`src/vp8_rtp_payload_extent_parser_unit_defines.svh`:
```
// ----------------------------------------------------------------------------
// VP8 RTP payload extent parser: assertion macros
// Shared concurrent checks for the parser top level.
// ----------------------------------------------------------------------------
`ifndef VP8_RTP_PAYLOAD_EXTENT_PARSER_UNIT_DEFINES_SVH
`define VP8_RTP_PAYLOAD_EXTENT_PARSER_UNIT_DEFINES_SVH

// Same-cycle implication, disabled while in reset.
`define VRPE_ASSERT_SAME(name, clk, rst_n, ante, cons) \
  name: assert property (@(posedge clk) disable iff (!rst_n) (ante) |-> (cons)) \
    else $error("%m: check failed");

// Next-cycle implication, disabled while in reset.
`define VRPE_ASSERT_NEXT(name, clk, rst_n, ante, cons) \
  name: assert property (@(posedge clk) disable iff (!rst_n) (ante) |=> (cons)) \
    else $error("%m: check failed");

`endif

```
`src/vrpe_pkg.sv`:
```
// ----------------------------------------------------------------------------
// VP8 RTP payload extent parser package
// Word types, field widths and header layout constants.
// ----------------------------------------------------------------------------
package vrpe_pkg;

  localparam int BYTE_W       = 8;
  localparam int PAYLOAD_W    = 16;
  localparam int FRAME_LEN_W  = 24;
  localparam int TS_W         = 32;
  localparam int PT_W         = 7;

  // Header end can reach 12 + 60 + 4 + 4 * 65535: 19 bits, one more for sums.
  localparam int HDR_W        = 19;
  localparam int CMP_W        = 20;

  localparam int RTP_FIXED_HDR_BYTES = 12;
  localparam int EXT_HDR_BYTES       = 4;
  localparam int EXT_LEN_HI_OFS      = 2;
  localparam int EXT_LEN_LO_OFS      = 3;
  localparam int PT_BYTE_POS         = 1;
  localparam int TS_FIRST_POS        = 4;
  localparam int TS_LAST_POS         = 7;

  // RTP first byte
  localparam int RTP_X_BIT = 4;
  localparam int RTP_P_BIT = 5;

  // VP8 payload descriptor bits
  localparam int DESC_X_BIT  = 7;
  localparam int EXT_I_BIT   = 7;
  localparam int EXT_L_BIT   = 6;
  localparam int EXT_T_BIT   = 5;
  localparam int EXT_K_BIT   = 4;
  localparam int PICID_M_BIT = 7;

  typedef struct packed {
    logic [BYTE_W-1:0] data_byte;
    logic              end_of_packet;
    logic              end_of_frame;
  } in_word_t;

  typedef struct packed {
    logic                   packet_ok;
    logic [PAYLOAD_W-1:0]   payload_start;
    logic [PAYLOAD_W-1:0]   payload_length;
    logic                   frame_done;
    logic                   frame_ok;
    logic [TS_W-1:0]        frame_timestamp;
    logic [PT_W-1:0]        frame_payload_type;
    logic [FRAME_LEN_W-1:0] frame_length;
  } out_word_t;

  // Per-word packet status from the parser to the frame accumulator
  typedef struct packed {
    logic                 packet_ok;
    logic [PAYLOAD_W-1:0] payload_start;
    logic [PAYLOAD_W-1:0] payload_length;
    logic                 first_hdr_ok;
    logic                 capture_pt;
    logic                 capture_ts;
  } pkt_info_t;

endpackage

```
`src/vrpe_frame_accum.sv`:
```
// ----------------------------------------------------------------------------
// VP8 RTP payload extent parser frame accumulator
// Latches the first packet's header fields, sums payload lengths and holds
// the result register.
// ----------------------------------------------------------------------------
module vrpe_frame_accum #(
  parameter int FRAME_LENGTH_BITS = 24
) (
  input  logic                clk_i,
  input  logic                rst_ni,
  input  logic                advance_i,
  input  vrpe_pkg::in_word_t  word_i,
  input  vrpe_pkg::pkt_info_t info_i,
  input  logic                out_ready_i,
  output logic                out_valid_o,
  output vrpe_pkg::out_word_t out_word_o,
  output logic                room_o
);
  import vrpe_pkg::*;

  localparam int FLW = FRAME_LENGTH_BITS;

  logic              first_pend_q, first_pend_d;
  logic              first_ok_q, first_ok_d;
  logic [TS_W-1:0]   ts_q, ts_d, ts_upd;
  logic [PT_W-1:0]   pt_q, pt_d, pt_upd;
  logic [FLW-1:0]    flen_q, flen_d, flen_upd;
  logic [FLW:0]      sum;
  logic              hdr_ok_upd;
  logic              fok;
  logic              load;
  logic              out_valid_q, out_valid_d;
  out_word_t         out_word_q, res;

  always_comb begin
    ts_upd = ts_q;
    pt_upd = pt_q;
    if (first_pend_q) begin
      if (info_i.capture_pt) begin
        pt_upd = word_i.data_byte[PT_W-1:0];
      end
      if (info_i.capture_ts) begin
        ts_upd = {ts_q[TS_W-BYTE_W-1:0], word_i.data_byte};
      end
    end

    hdr_ok_upd = first_pend_q ? info_i.first_hdr_ok : first_ok_q;
    sum        = {1'b0, flen_q} + (FLW+1)'(info_i.payload_length);
    flen_upd   = sum[FLW] ? '1 : sum[FLW-1:0];
    fok        = hdr_ok_upd && (flen_upd != '0);

    res.packet_ok          = info_i.packet_ok;
    res.payload_start      = info_i.payload_start;
    res.payload_length     = info_i.payload_length;
    res.frame_done         = word_i.end_of_frame;
    res.frame_ok           = word_i.end_of_frame && fok;
    res.frame_timestamp    = res.frame_ok ? ts_upd : '0;
    res.frame_payload_type = res.frame_ok ? pt_upd : '0;
    res.frame_length       = res.frame_ok ? FRAME_LEN_W'(flen_upd) : '0;

    load = advance_i && word_i.end_of_packet;

    first_pend_d = first_pend_q;
    first_ok_d   = first_ok_q;
    ts_d         = ts_upd;
    pt_d         = pt_upd;
    flen_d       = flen_q;
    if (word_i.end_of_packet) begin
      first_pend_d = 1'b0;
      first_ok_d   = hdr_ok_upd;
      flen_d       = flen_upd;
      if (word_i.end_of_frame) begin
        first_pend_d = 1'b1;
        first_ok_d   = 1'b0;
        ts_d         = '0;
        pt_d         = '0;
        flen_d       = '0;
      end
    end

    room_o = !out_valid_q || out_ready_i;
    if (load) begin
      out_valid_d = 1'b1;
    end else if (out_ready_i) begin
      out_valid_d = 1'b0;
    end else begin
      out_valid_d = out_valid_q;
    end
  end

  always_ff @(posedge clk_i or negedge rst_ni) begin
    if (!rst_ni) begin
      first_pend_q <= 1'b1;
      first_ok_q   <= 1'b0;
      ts_q         <= '0;
      pt_q         <= '0;
      flen_q       <= '0;
      out_valid_q  <= 1'b0;
    end else begin
      out_valid_q <= out_valid_d;
      if (advance_i) begin
        first_pend_q <= first_pend_d;
        first_ok_q   <= first_ok_d;
        ts_q         <= ts_d;
        pt_q         <= pt_d;
        flen_q       <= flen_d;
      end
    end
  end

  always_ff @(posedge clk_i) begin
    if (load) begin
      out_word_q <= res;
    end
  end

  assign out_valid_o = out_valid_q;
  assign out_word_o  = out_word_q;

endmodule
```
`config.mk`:
```
export PLATFORM = sky130hd
export DESIGN_NAME = vrpe_frame_accum
export DESIGN_NICKNAME = d
export VERILOG_FILES = /design/src/vp8_rtp_payload_extent_parser_unit_defines.svh /design/src/vrpe_pkg.sv /design/src/vrpe_frame_accum.sv
export SDC_FILE = /design/constraint.sdc
export NUM_CORES = 1
export LEC_CHECK = 0
export BUFFER_PORTS_ARGS = -buffer_cell sky130_fd_sc_hd__buf_2
export CAP_MARGIN = 20
export CORE_MARGIN = 2
export CORE_UTILIZATION = 30
export CTS_BUF_LIST = sky130_fd_sc_hd__clkbuf_2 sky130_fd_sc_hd__clkbuf_4 sky130_fd_sc_hd__clkbuf_8
export DETAILED_ROUTE_END_ITERATION = 8
export GPL_TIMING_DRIVEN = 1
export PLACE_DENSITY_LB_ADDON = 0.15
export SYNTH_ARGS = -nofsm -noshare
export SYNTH_HDL_FRONTEND = slang
export SYNTH_SLANG_ARGS = --single-unit
```
`constraint.sdc`:
```
create_clock -name clk_i -period 3.3 [get_ports clk_i]
set_input_delay 0 -clock clk_i [delete_from_list [all_inputs] [get_ports clk_i]]
set_output_delay 0 -clock clk_i [all_outputs]
set_load 0.02 [all_outputs]
```
# Word level (Yosys, flattened, before mapping)
# Cells that the tools add are included.
# word_totals
ff_bits	164
in_bits	50
# classes
add_sub_neg	1
n_mux	15
n_reduce_logical	8
# op_table
cell	count
32-bit 2-to-1 mux	4
24-bit 2-to-1 mux	2
7-bit 2-to-1 mux	4
24-bit by 16-bit adder with 25-bit output	1
24-bit nonzero test	1
1-bit 2-to-1 mux	5
1-bit logical AND	3
2-bit AND reduction	1
2-bit nonzero test	1
1-bit zero test	1
1-bit logical OR	1

# Longest topological paths before layout
# Gate-level depths: netlist of run 1.
# logic_depth
word_depth	5
mapped_depth	12
ltp_nobuf	11

# Worst setup path after synthesis of run 1
# Ideal clock, no wire load.
# synth_timing
path_type	flip-flop to flip-flop
from	reg flen_q[0]
to	reg out_word_q, in the netlist out_word_o[24], data pin
arrival_ps	3214
required_time_ps	3045
setup_slack_ps	-169
stages_incl_launch_ff	13
path_cell_list	dfrtp_1 -> ha_1 -> fa_1 -> and3_1 -> o21ai_1 -> a211oi_2 -> o211ai_1 -> mux2_2 -> a2111oi_2 -> nand3_2 -> o31ai_4 -> buf_6 -> a21oi_2
# synth_between
elab_chain_cells	5
# synth_lines
item	line_no	rtl
from (decl)	vrpe_frame_accum.sv:27	logic [FLW-1:0] flen_q, flen_d, flen_upd;
from (signal assigned)	vrpe_frame_accum.sv:106	flen_q <= flen_d;
24-bit by 16-bit adder with 25-bit output	vrpe_frame_accum.sv:48	sum = {1'b0, flen_q} + (FLW+1)'(info_i.payload_length);
24-bit 2-to-1 mux	vrpe_frame_accum.sv:49	flen_upd = sum[FLW] ? '1 : sum[FLW-1:0];
24-bit nonzero test	vrpe_frame_accum.sv:50	fok = hdr_ok_upd && (flen_upd != '0);
1-bit logical AND	vrpe_frame_accum.sv:50	
1-bit logical AND	vrpe_frame_accum.sv:56	res.frame_ok = word_i.end_of_frame && fok;
to (signal assigned)	vrpe_frame_accum.sv:113	out_word_q <= res;
to (decl)	vrpe_frame_accum.sv:33	out_word_t out_word_q, res;
# Every way passes these cells.
# A chain may end at the register's enable or synchronous reset.

# Worst setup path in the final report of run 1
# layout_timing
from	reg flen_q[11]
to	reg out_word_q, in the netlist out_word_o[52], data pin
# The elaborated chain is that of the path after synthesis.

==> flow_results.xml, run 1 <==
<?xml version="1.0" encoding="UTF-8"?>
<metrics>
  <group name="synthesis">
    <metric name="async_flop_share" unit="%">40.2</metric>
    <metric name="synth_top_area_share" unit="%">39.0</metric>
    <metric name="synthMostInstantiatedCell" unit="">edfxtp_1</metric>
    <metric name="dominantRegCellSynth" unit="">edfxtp_1</metric>
    <metric name="post_synth_main_area_contributors" unit="">edfxtp_1 39%, dfrtp_1 22%, a21oi_2 4.8%</metric>
    <metric name="synthesis.yosys.warnings" unit="">0</metric>
    <metric name="count_of_cell_types_in_the_netlist" unit="">61</metric>
    <metric name="synth-seq-cells" unit="">164</metric>
    <metric name="avgSynthCellArea" unit="um2">11.8</metric>
    <metric name="synthesis.area" unit="um2">7550</metric>
    <metric name="post_synth_inst_count" unit="">642</metric>
    <metric name="synth_seq_area_share" unit="%">60.9</metric>
    <metric name="syn-num-nets" unit="">709</metric>
    <metric name="most_used_standard_cells_in_the_synthesized_netlist" unit="">98 x edfxtp_1, 95 x nand2_1, 65 x dfrtp_1</metric>
    <metric name="synth_area_leader_cell" unit="">edfxtp_1</metric>
    <metric name="synth_edf_count" unit="">98</metric>
  </group>
  <group name="hold_path">
    <metric name="worstHoldPathCells" unit="">3</metric>
    <metric name="hold_path_startpoint" unit="">advance_i</metric>
    <metric name="hold_path.class" unit="">input port to flip-flop</metric>
    <metric name="min_delay_worst_endpoint" unit="">pt_q[2]</metric>
  </group>
  <group name="placed_design">
    <metric name="place.detailed.hpwl" unit="um">13700</metric>
    <metric name="placed_cells_incl_taps" unit="">1136</metric>
    <metric name="buffer_ports.inserted" unit="">149</metric>
    <metric name="place_area" unit="um2">9010</metric>
    <metric name="finalWeightedCongestion" unit="">0.830</metric>
  </group>
  <group name="finish">
    <metric name="final_layout_size_suffix_gt1_share" unit="%">36.0</metric>
    <metric name="postLayoutCoreUtil" unit="%">40.6</metric>
    <metric name="layout-area-overhead-vs-synth" unit="%">34.2</metric>
    <metric name="stdcell_area" unit="um2">10100</metric>
    <metric name="post_layout_nonfiller_instances" unit="">1221</metric>
    <metric name="antenna-diode-count" unit="">0</metric>
    <metric name="layout.nets" unit="">945</metric>
  </group>
  <group name="worst_setup_path">
    <metric name="start_kind" unit="">flip-flop</metric>
    <metric name="cp_data_arrival_time" unit="ps">3590</metric>
    <metric name="path_max_fanout" unit="">8</metric>
    <metric name="cp.buffers_inverters" unit="">2</metric>
    <metric name="r2r_cells" unit="">12</metric>
    <metric name="cp_top_family" unit="">compound AO/OA/AOI/OAI gates</metric>
    <metric name="reg2reg_setup_slack" unit="ps">-60</metric>
    <metric name="critical_path.cell_chain" unit="">ha_4 -&gt; a21o_1 -&gt; a311o_1 -&gt; a41o_1 -&gt; o211ai_1 -&gt; mux2_4 -&gt; a2111oi_4 -&gt; nand3_2 -&gt; o31ai_4 -&gt; buf_12 -&gt; buf_12 -&gt; a21oi_2</metric>
    <metric name="setup.worst_path.end_class" unit="">flip-flop</metric>
    <metric name="worst_r2r_dst" unit="">out_word_o[52]</metric>
    <metric name="crit_required" unit="ps">3520</metric>
    <metric name="setup.worst_path.class" unit="">flip-flop to flip-flop</metric>
    <metric name="critical-path-max-stage-delay" unit="ps">410</metric>
    <metric name="critical_path_depth" unit="">12</metric>
    <metric name="regToRegStartpoint" unit="">flen_q[11]</metric>
    <metric name="crit_path_top_delay_cell" unit="">dfrtp_1</metric>
    <metric name="critical-path-top-cell-by-count" unit="">buf_12</metric>
  </group>
  <group name="drt">
    <metric name="avgRoutedWirePerCell" unit="um">16.9</metric>
    <metric name="dr_drc_count" unit="">0</metric>
    <metric name="route.detailed.vias_per_inst" unit="">4.82</metric>
    <metric name="drt_iter0_drc" unit="">424</metric>
    <metric name="via_count" unit="">5880</metric>
    <metric name="antenna_left" unit="">0</metric>
    <metric name="postRouteWirelength" unit="um">20600</metric>
    <metric name="pre_antenna_drt_iters" unit="">5</metric>
  </group>
  <group name="global_routing">
    <metric name="grt_pass1_wl" unit="um">32700</metric>
    <metric name="grt_overflow" unit="">0</metric>
    <metric name="grt.total_usage" unit="%">15.8</metric>
    <metric name="grt_max_degree" unit="">57</metric>
    <metric name="antenna_violations_before_repair" unit="">0</metric>
    <metric name="first_global_vias" unit="">6011</metric>
  </group>
  <group name="timing">
    <metric name="layout_worst_path_cycle_share" unit="%">102</metric>
    <metric name="slew_viol_final" unit="">0</metric>
    <metric name="clock.fmax" unit="MHz">297</metric>
    <metric name="min_clock_period_post_route" unit="ps">3360</metric>
    <metric name="final_worst_setup_slack" unit="ps">-65.0</metric>
    <metric name="rsz0062_at_grt" unit="">yes</metric>
    <metric name="timing.setup.tns" unit="ps">-1890</metric>
    <metric name="setup_viol_count_final" unit="">40</metric>
    <metric name="worst_clock_skew" unit="ps">18.7</metric>
    <metric name="worst_pin_slew" unit="ps">930</metric>
    <metric name="final_hold_violating_endpoints" unit="">0</metric>
    <metric name="relative_max_transition_margin" unit="%">38.0</metric>
  </group>
  <group name="floorplanning">
    <metric name="floorplan.initialDensity" unit="%">30.3</metric>
    <metric name="coreArea" unit="um2">25000</metric>
    <metric name="die_width" unit="um">163</metric>
    <metric name="die_area" unit="um2">26500</metric>
    <metric name="ios" unit="">150</metric>
    <metric name="fp-row-count" unit="">58</metric>
    <metric name="die_h" unit="um">163</metric>
  </group>
  <group name="power">
    <metric name="power_per_cell_area" unit="nW/um2">587</metric>
    <metric name="static-leakage-power" unit="nW">4.18</metric>
    <metric name="worst_ir_drop_vdd" unit="uV">241</metric>
  </group>
  <group name="run_status">
    <metric name="violations" unit="">negative setup slack</metric>
    <metric name="result_of_the_run" unit="">complete, but fails checks</metric>
  </group>
  <group name="flow_run">
    <metric name="maxCapViolCount" unit="">0</metric>
  </group>
  <group name="clock_tree">
    <metric name="clkLatencyLatePin" unit="ps">480</metric>
    <metric name="cts_root_buffer" unit="">clkbuf_8</metric>
    <metric name="htreeDepth" unit="">4</metric>
    <metric name="cts_inserted_buffers" unit="">17</metric>
    <metric name="cts_tree" unit="">yes</metric>
    <metric name="clock_tree.buffer_depth" unit="">2</metric>
    <metric name="clock_sink_count" unit="">164</metric>
    <metric name="clk_pin_slew_worst_paths" unit="ps">110</metric>
  </group>
</metrics>
[report_power, final]
group	total, mW	internal [mW]	switching, mW
Sequential	2.54	2.40	0.145
Clock	1.52	0.656	0.863
Combinational	1.89	0.836	1.06
Total	5.95	3.89	2.06
[flip-flops by register name, indices dropped and copies added, names as in the netlist]
register and count:
pt_q 7, out_valid_o 1, out_word_o 98, ts_q 32, flen_q 24, first_pend_q 1
first_ok_q 1
[tightest hold or removal path: cells and delay by family]
family | cells | cell delay, ps
AND/OR/NAND/NOR | 1 | 190
AO/OA/AOI/OAI | 1 | 160
buffers and inverters | 1 | 130
[how the worst max path moves through the flow]
stage | slack, ps | start | to
CTS | -130 | flen_q[0] | out_word_o[38]
global placement | -140 | flen_q[10] | out_word_o[57]
global route | -170 | flen_q[11] | out_word_o[35]
floorplan | 10 | flen_q[11] | out_word_o[24]
detailed placement | -190 | flen_q[0] | out_word_o[38]
finish | -60 | flen_q[11] | out_word_o[52]
[cell type report]
class | instances | area [um2]
tap | 330 | 413
inverter | 8 | 32.5
clock buffer | 18 | 248
multi-input combinational | 431 | 2930
timing repair buffer | 256 | 1760
fill | 2447 | 14800
clock inverter | 14 | 159
sequential | 164 | 4600
[metrics by stage]
step	power (mW)	setup slack [ps]	hold slack (ps)
after floorplan	3.67	14.1	-296
after global placement	4.29	-136	177
after detailed placement	4.31	-189	179
after CTS	5.94	-128	12.6
after global routing	6.33	-167	40.2
final	5.95	-65.0	32.9
[layer usage]
metal	track usage [%]	wire [um]	part of all wire [%]	vias up
met5	0	0	0	-
met1	22.4	10200	50	2851
li1	-	-	-	2844
met4	4.47	269	1.3	0
met3	3.16	900	4.4	20
met2	24.8	9180	45	165
[placed cells by master (no fill, tap or decap), types with 10 or more instances in the layout]
master,instances
nand3_1,43
clkbuf_8,18
dfrtp_1,65
edfxtp_1,98
o21ai_0,24
buf_2,149
a21oi_2,38
a21oi_1,17
ha_1,10
nand2_1,94
buf_4,53
a22o_1,39
nor2_1,43
a21o_1,11
dlygate4sd3_1,46
[cells by family after synthesis]
logic type                 after synthesis  share of synthesized area [%]
adders and majority gates               17                           2.92
buffers and inverters                   47                           3.00
DFF                                    164                           60.9
muxes                                    8                           1.13
and+or+nand+nor                        221                           13.1
xor gates and xnor gates                 9                           1.04
AOI/OAI and AO/OA                      176                           18.0
[what timing repair did]
item / 4_1_cts / 5_1_grt
pin swaps: 6 / 12
resized for setup: 12 / 20
cloned: 0 / 1
setup endpoints to repair: 40 / 40
endpoints found under the hold margin: 106 / 2
hold buffers: 45 / 1
buffers inserted: 1 / 4
No activity file was read; power rests on OpenSTA's default activity.
==> inputs of run 2 (changes only) <==
Settings changed: CORE_ASPECT_RATIO set to 0.7.
==> flow_results.xml, run 2 (synthesis results as in run 1) <==
<?xml version="1.0" encoding="UTF-8"?>
<metrics>
  <group name="run_status">
    <metric name="result_of_the_run" unit="">complete, but fails checks</metric>
    <metric name="violations" unit="">negative setup slack</metric>
  </group>
  <group name="drt">
    <metric name="dr_drc_count" unit="">0</metric>
    <metric name="avgRoutedWirePerCell" unit="um">18.2</metric>
    <metric name="drt_iter0_drc" unit="">357</metric>
    <metric name="pre_antenna_drt_iters" unit="">4</metric>
    <metric name="antenna_left" unit="">0</metric>
    <metric name="route.detailed.vias_per_inst" unit="">4.94</metric>
    <metric name="postRouteWirelength" unit="um">22300</metric>
    <metric name="via_count" unit="">6061</metric>
  </group>
  <group name="power">
    <metric name="fin_total_pwr" unit="mW">6.13</metric>
    <metric name="static-leakage-power" unit="nW">4.24</metric>
    <metric name="worst_ir_drop_vdd" unit="uV">310</metric>
    <metric name="power_per_cell_area" unit="nW/um2">601</metric>
  </group>
  <group name="global_routing">
    <metric name="first_global_vias" unit="">6106</metric>
    <metric name="grt_overflow" unit="">0</metric>
    <metric name="grt.total_usage" unit="%">17.3</metric>
    <metric name="grt_pass1_wl" unit="um">35300</metric>
    <metric name="grt_max_degree" unit="">48</metric>
    <metric name="antenna_violations_before_repair" unit="">0</metric>
  </group>
  <group name="timing">
    <metric name="slew_viol_final" unit="">0</metric>
    <metric name="final_hold_violating_endpoints" unit="">0</metric>
    <metric name="layout_worst_path_cycle_share" unit="%">105</metric>
    <metric name="timing.setup.tns" unit="ps">-5400</metric>
    <metric name="final_worst_setup_slack" unit="ps">-155</metric>
    <metric name="setup_viol_count_final" unit="">40</metric>
    <metric name="rsz0062_at_grt" unit="">yes</metric>
    <metric name="min_hold_slack" unit="ps">41.9</metric>
    <metric name="relative_max_transition_margin" unit="%">34.5</metric>
    <metric name="worst_clock_skew" unit="ps">23.6</metric>
    <metric name="min_clock_period_post_route" unit="ps">3450</metric>
    <metric name="worst_pin_slew" unit="ps">982</metric>
    <metric name="clock.fmax" unit="MHz">289</metric>
  </group>
  <group name="clock_tree">
    <metric name="clk_pin_slew_worst_paths" unit="ps">100</metric>
    <metric name="cts_inserted_buffers" unit="">17</metric>
    <metric name="clock_sink_count" unit="">164</metric>
    <metric name="htreeDepth" unit="">4</metric>
    <metric name="clock_tree.buffer_depth" unit="">2</metric>
    <metric name="cts_tree" unit="">yes</metric>
    <metric name="cts_root_buffer" unit="">clkbuf_8</metric>
    <metric name="clkLatencyLatePin" unit="ps">470</metric>
  </group>
  <group name="finish">
    <metric name="layout.nets" unit="">956</metric>
    <metric name="mostFrequentLayoutCells" unit="">149 x buf_2, 98 x edfxtp_1, 95 x nand2_1</metric>
    <metric name="filler_cell_count" unit="">2407</metric>
    <metric name="antenna-diode-count" unit="">0</metric>
    <metric name="final_layout_size_suffix_gt1_share" unit="%">36.4</metric>
    <metric name="layout.cells.most_common" unit="">buf_2</metric>
    <metric name="largest_register_ff_count" unit="">98</metric>
    <metric name="layout-area-overhead-vs-synth" unit="%">35.1</metric>
    <metric name="post_layout_nonfiller_instances" unit="">1227</metric>
    <metric name="stdcell_area" unit="um2">10200</metric>
  </group>
  <group name="placed_design">
    <metric name="placed_cells_incl_taps" unit="">1140</metric>
    <metric name="finalWeightedCongestion" unit="">0.845</metric>
    <metric name="place.detailed.hpwl" unit="um">15100</metric>
    <metric name="place_area" unit="um2">9020</metric>
    <metric name="buffer_ports.inserted" unit="">149</metric>
  </group>
  <group name="worst_setup_path">
    <metric name="critical_path.cell_chain" unit="">ha_2 -&gt; fa_2 -&gt; and3_4 -&gt; o21ai_4 -&gt; a211oi_4 -&gt; buf_4 -&gt; o211ai_1 -&gt; mux2_4 -&gt; a2111oi_4 -&gt; nand3_2 -&gt; o31ai_4 -&gt; buf_4 -&gt; buf_16 -&gt; a21oi_2</metric>
    <metric name="critical-path-top-cell-by-count" unit="">buf_4</metric>
    <metric name="setup.worst_path.class" unit="">flip-flop to flip-flop</metric>
    <metric name="r2r_cells" unit="">14</metric>
    <metric name="setup.worst_path.end_class" unit="">flip-flop</metric>
    <metric name="worst_r2r_dst" unit="">out_word_o[45]</metric>
    <metric name="startpoint" unit="">flen_q[0]</metric>
    <metric name="reg2reg_setup_slack" unit="ps">-150</metric>
    <metric name="critical-path-max-stage-delay" unit="ps">400</metric>
    <metric name="path_max_fanout" unit="">8</metric>
    <metric name="cp_data_arrival_time" unit="ps">3680</metric>
    <metric name="regToRegStartpoint" unit="">flen_q[0]</metric>
    <metric name="crit_required" unit="ps">3520</metric>
    <metric name="start_kind" unit="">flip-flop</metric>
    <metric name="crit_path_top_delay_cell" unit="">dfrtp_1</metric>
  </group>
  <group name="floorplanning">
    <metric name="ios" unit="">150</metric>
    <metric name="coreArea" unit="um2">24700</metric>
    <metric name="die_h" unit="um">137</metric>
    <metric name="die_area" unit="um2">26500</metric>
    <metric name="die_width" unit="um">194</metric>
    <metric name="fp-row-count" unit="">48</metric>
    <metric name="floorplan.initialDensity" unit="%">30.6</metric>
  </group>
  <group name="flow_run">
    <metric name="maxCapViolCount" unit="">0</metric>
  </group>
  <group name="hold_path">
    <metric name="hold_path.class" unit="">input port to async pin</metric>
  </group>
</metrics>
run 2: cell count changes in the layout (fill, tap and decap cells not counted), sizes merged:
cell         previous run  this run
clkinv                  2         5
dlygate4sd3            46        45
inv                    17        10
bufinv                  1         3
clkinvlp                2         1
buf                   209       222
clkbuf                 19        21
run 2: worst max path at each step:
stage	end	slack, ps	cells past startpoint
final	out_word_o[45]	-150	14
after global routing	out_word_o[51]	-280	14
after CTS	out_word_o[41]	-260	13
after detailed placement	out_word_o[57]	-280	12
after global placement	out_word_o[57]	-180	12
after floorplan	out_word_o[24]	10	12
run 2: metal layers:
metal | share of wire, % | vias to the layer above | track usage, %
met1 | 53 | 2999 | 26.6
met3 | 4.9 | 16 | 3.60
met5 | 0 | - | 0
met2 | 41 | 171 | 24.2
li1 | - | 2875 | -
met4 | 1.1 | 0 | 4.96
run 2: final cells by class:
class	count	area [um2]	share of cell area (%)
Multi-Input combinational cell	431	2910	28.5
Inverter	8	32.5	0.319
Tap cell	325	407	3.99
Sequential cell	164	4600	45.1
Timing Repair Buffer	267	1830	18.0
Clock buffer	21	270	2.65
Clock inverter	11	151	1.48
run 2: where the power goes:
part           internal [mW]  switching [mW]  leakage [nW]
sequential              2.40           0.145          1.82
clock                  0.800           0.802         0.215
combinational          0.883            1.11          2.21
total                   4.08            2.06          4.24
run 2: metrics by stage:
step           utilization (%)  setup WS (ps)
6_report                  41.3           -155
2_1_floorplan                -           14.1
5_1_grt                   41.3           -280
4_1_cts                   40.8           -256
3_5_place_dp              36.6           -281
3_3_place_gp              36.6           -182
run 2: worst max-delay path: cells and delay by family (launching register included):
kind            cells  cell delay [ps]
mux                 1              340
simple gates        2              340
fa+ha+maj           2              540
compound gates      6             1060
flops               1              400
buf+inv             3              520
run 2: what timing repair did:
| action | in CTS | in global routing |
|---|---|---|
| endpoints found under the hold margin | 87 | 0 |
| hold buffers | 45 | 0 |
| pin swaps | 8 | 10 |
| gates resized for setup | 15 | 19 |
| setup buffers | 5 | 3 |
| endpoints found under the setup margin | 40 | 40 |
| gates cloned | 3 | 0 |
==> inputs of run 3 (changes only) <==
Settings changed: HOLD_SLACK_MARGIN set to 0.1.
==> flow_results.xml, run 3 (synthesis results as in run 1) <==
<?xml version="1.0" encoding="UTF-8"?>
<metrics>
  <group name="run_status">
    <metric name="result_of_the_run" unit="">complete, but fails checks</metric>
    <metric name="violations" unit="">negative setup slack</metric>
  </group>
  <group name="finish">
    <metric name="filler_cell_count" unit="">2396</metric>
    <metric name="layout-area-overhead-vs-synth" unit="%">35.9</metric>
    <metric name="postLayoutCoreUtil" unit="%">41.6</metric>
    <metric name="antenna-diode-count" unit="">0</metric>
    <metric name="layout.cells.most_common" unit="">buf_2</metric>
    <metric name="largest_register_ff_count" unit="">98</metric>
    <metric name="layout.nets" unit="">962</metric>
    <metric name="mostFrequentLayoutCells" unit="">149 x buf_2, 98 x edfxtp_1, 95 x nand2_1</metric>
    <metric name="final_layout_size_suffix_gt1_share" unit="%">36.2</metric>
  </group>
  <group name="power">
    <metric name="power_per_cell_area" unit="nW/um2">598</metric>
    <metric name="worst_ir_drop_vdd" unit="uV">310</metric>
    <metric name="static-leakage-power" unit="nW">4.27</metric>
    <metric name="fin_total_pwr" unit="mW">6.14</metric>
  </group>
  <group name="worst_setup_path">
    <metric name="crit_required" unit="ps">3520</metric>
    <metric name="critical-path-max-stage-delay" unit="ps">400</metric>
    <metric name="critical-path-top-cell-by-count" unit="">buf_4</metric>
    <metric name="crit_path_top_delay_cell" unit="">dfrtp_1</metric>
    <metric name="startpoint" unit="">flen_q[6]</metric>
    <metric name="critical_path.cell_chain" unit="">ha_1 -&gt; buf_4 -&gt; and4_1 -&gt; o21ai_4 -&gt; buf_4 -&gt; a211o_1 -&gt; a21oi_1 -&gt; mux2i_2 -&gt; o2111a_1 -&gt; nand3_2 -&gt; o31ai_4 -&gt; buf_4 -&gt; buf_16 -&gt; a21oi_2</metric>
    <metric name="cp_data_arrival_time" unit="ps">3680</metric>
    <metric name="setup.worst_path.end_class" unit="">flip-flop</metric>
    <metric name="r2r_cells" unit="">14</metric>
    <metric name="regToRegStartpoint" unit="">flen_q[6]</metric>
    <metric name="setup.worst_path.class" unit="">flip-flop to flip-flop</metric>
    <metric name="path_max_fanout" unit="">8</metric>
    <metric name="start_kind" unit="">flip-flop</metric>
  </group>
  <group name="timing">
    <metric name="final_worst_setup_slack" unit="ps">-161</metric>
    <metric name="setup_viol_count_final" unit="">40</metric>
    <metric name="rsz0062_at_grt" unit="">yes</metric>
    <metric name="layout_worst_path_cycle_share" unit="%">105</metric>
    <metric name="clock.fmax" unit="MHz">289</metric>
    <metric name="min_hold_slack" unit="ps">132</metric>
    <metric name="timing.setup.tns" unit="ps">-5640</metric>
    <metric name="final_hold_violating_endpoints" unit="">0</metric>
    <metric name="worst_pin_slew" unit="ps">986</metric>
    <metric name="relative_max_transition_margin" unit="%">34.3</metric>
    <metric name="worst_clock_skew" unit="ps">25.2</metric>
    <metric name="min_clock_period_post_route" unit="ps">3460</metric>
    <metric name="slew_viol_final" unit="">0</metric>
  </group>
  <group name="hold_path">
    <metric name="hold_path.class" unit="">input port to flip-flop</metric>
    <metric name="hold_path_startpoint" unit="">info_i[0]</metric>
    <metric name="worstHoldPathCells" unit="">3</metric>
  </group>
  <group name="floorplanning">
    <metric name="die_area" unit="um2">26500</metric>
    <metric name="coreArea" unit="um2">24700</metric>
    <metric name="die_h" unit="um">137</metric>
    <metric name="fp-row-count" unit="">48</metric>
    <metric name="die_width" unit="um">194</metric>
    <metric name="ios" unit="">150</metric>
    <metric name="floorplan.initialDensity" unit="%">30.6</metric>
  </group>
  <group name="placed_design">
    <metric name="finalWeightedCongestion" unit="">0.845</metric>
    <metric name="place.detailed.hpwl" unit="um">15100</metric>
    <metric name="buffer_ports.inserted" unit="">149</metric>
  </group>
  <group name="clock_tree">
    <metric name="cts_inserted_buffers" unit="">17</metric>
    <metric name="clock_sink_count" unit="">164</metric>
    <metric name="cts_root_buffer" unit="">clkbuf_8</metric>
    <metric name="clock_tree.buffer_depth" unit="">2</metric>
    <metric name="clkLatencyLatePin" unit="ps">470</metric>
    <metric name="cts_tree" unit="">yes</metric>
    <metric name="htreeDepth" unit="">4</metric>
    <metric name="clk_pin_slew_worst_paths" unit="ps">100</metric>
  </group>
  <group name="drt">
    <metric name="avgRoutedWirePerCell" unit="um">18.2</metric>
    <metric name="antenna_left" unit="">0</metric>
    <metric name="drt_iter0_drc" unit="">421</metric>
    <metric name="postRouteWirelength" unit="um">22400</metric>
    <metric name="pre_antenna_drt_iters" unit="">5</metric>
    <metric name="via_count" unit="">6054</metric>
    <metric name="route.detailed.vias_per_inst" unit="">4.91</metric>
    <metric name="dr_drc_count" unit="">0</metric>
  </group>
  <group name="global_routing">
    <metric name="first_global_vias" unit="">6105</metric>
    <metric name="grt_overflow" unit="">0</metric>
    <metric name="grt.total_usage" unit="%">17.3</metric>
    <metric name="grt_pass1_wl" unit="um">35300</metric>
    <metric name="antenna_violations_before_repair" unit="">0</metric>
    <metric name="grt_max_degree" unit="">48</metric>
  </group>
  <group name="flow_run">
    <metric name="maxCapViolCount" unit="">0</metric>
  </group>
</metrics>
==> run 3: cell count changes in the layout (fill, tap and decap cells not counted) <==
cell	previous run	this run
buf_8	0	1
dlygate4sd3_1	45	50
==> run 3: worst max-delay path: cells and delay by family, from the launching register on <==
family | cells | cell delay, ps
adders and majority gates | 1 | 300
and+or+nand+nor | 2 | 350
buffers and inverters | 4 | 660
AOI/OAI and AO/OA | 6 | 1160
muxes | 1 | 330
DFF | 1 | 400
==> run 3: worst paths after layout <==
path	to	slack (ps)
min in group asynchronous	flen_q[23]	210
hold reg to reg	first_ok_q	500
hold / removal	out_word_o[52]	130
max in group asynchronous	flen_q[3]	2370
setup / recovery	out_word_o[45]	-160
setup reg to reg	out_word_o[45]	-160
==> run 3: area by class of cell <==
| cell class | instances | area [um2] | area share [%] |
|---|---|---|---|
| inverters | 8 | 32.5 | 0.317 |
| clock inverters | 11 | 151 | 1.47 |
| multi-input cells | 431 | 2910 | 28.4 |
| repair buffers | 273 | 1900 | 18.5 |
| well taps | 325 | 407 | 3.96 |
| flip-flops and latches | 164 | 4600 | 44.8 |
| clock buffers | 21 | 270 | 2.63 |
==> run 3: where the power goes <==
part | internal [mW] | switching (mW) | leakage [nW]
clock | 0.800 | 0.800 | 0.215
sequential | 2.40 | 0.146 | 1.82
combinational | 0.889 | 1.11 | 2.24
total | 4.08 | 2.06 | 4.27
==> run 3: metrics by stage <==
stage,cells,area [um2],setup WS (ps)
final,1233,10300,-161
after global routing,1233,10300,-280
after CTS,1230,10100,-256
after detailed placement,1140,9020,-281
after global placement,1140,9020,-182
after floorplan,642,7570,14.1
==> run 3: layer usage <==
metal | share of wire, % | GRT usage, %
met1 | 52 | 26.6
met2 | 41 | 24.3
met3 | 5.5 | 3.55
met4 | 1.1 | 4.96
met5 | 0 | 0
==> run 3: repair_timing <==
| action | 4_1_cts | 5_1_grt |
|---|---|---|
| gates resized for setup | 15 | 19 |
| pin swaps | 8 | 10 |
| buffers inserted | 5 | 3 |
| hold buffers | 50 | 0 |
| cloned | 3 | 0 |
| hold endpoints to repair | 102 | 0 |
| setup endpoints to repair | 40 | 40 |
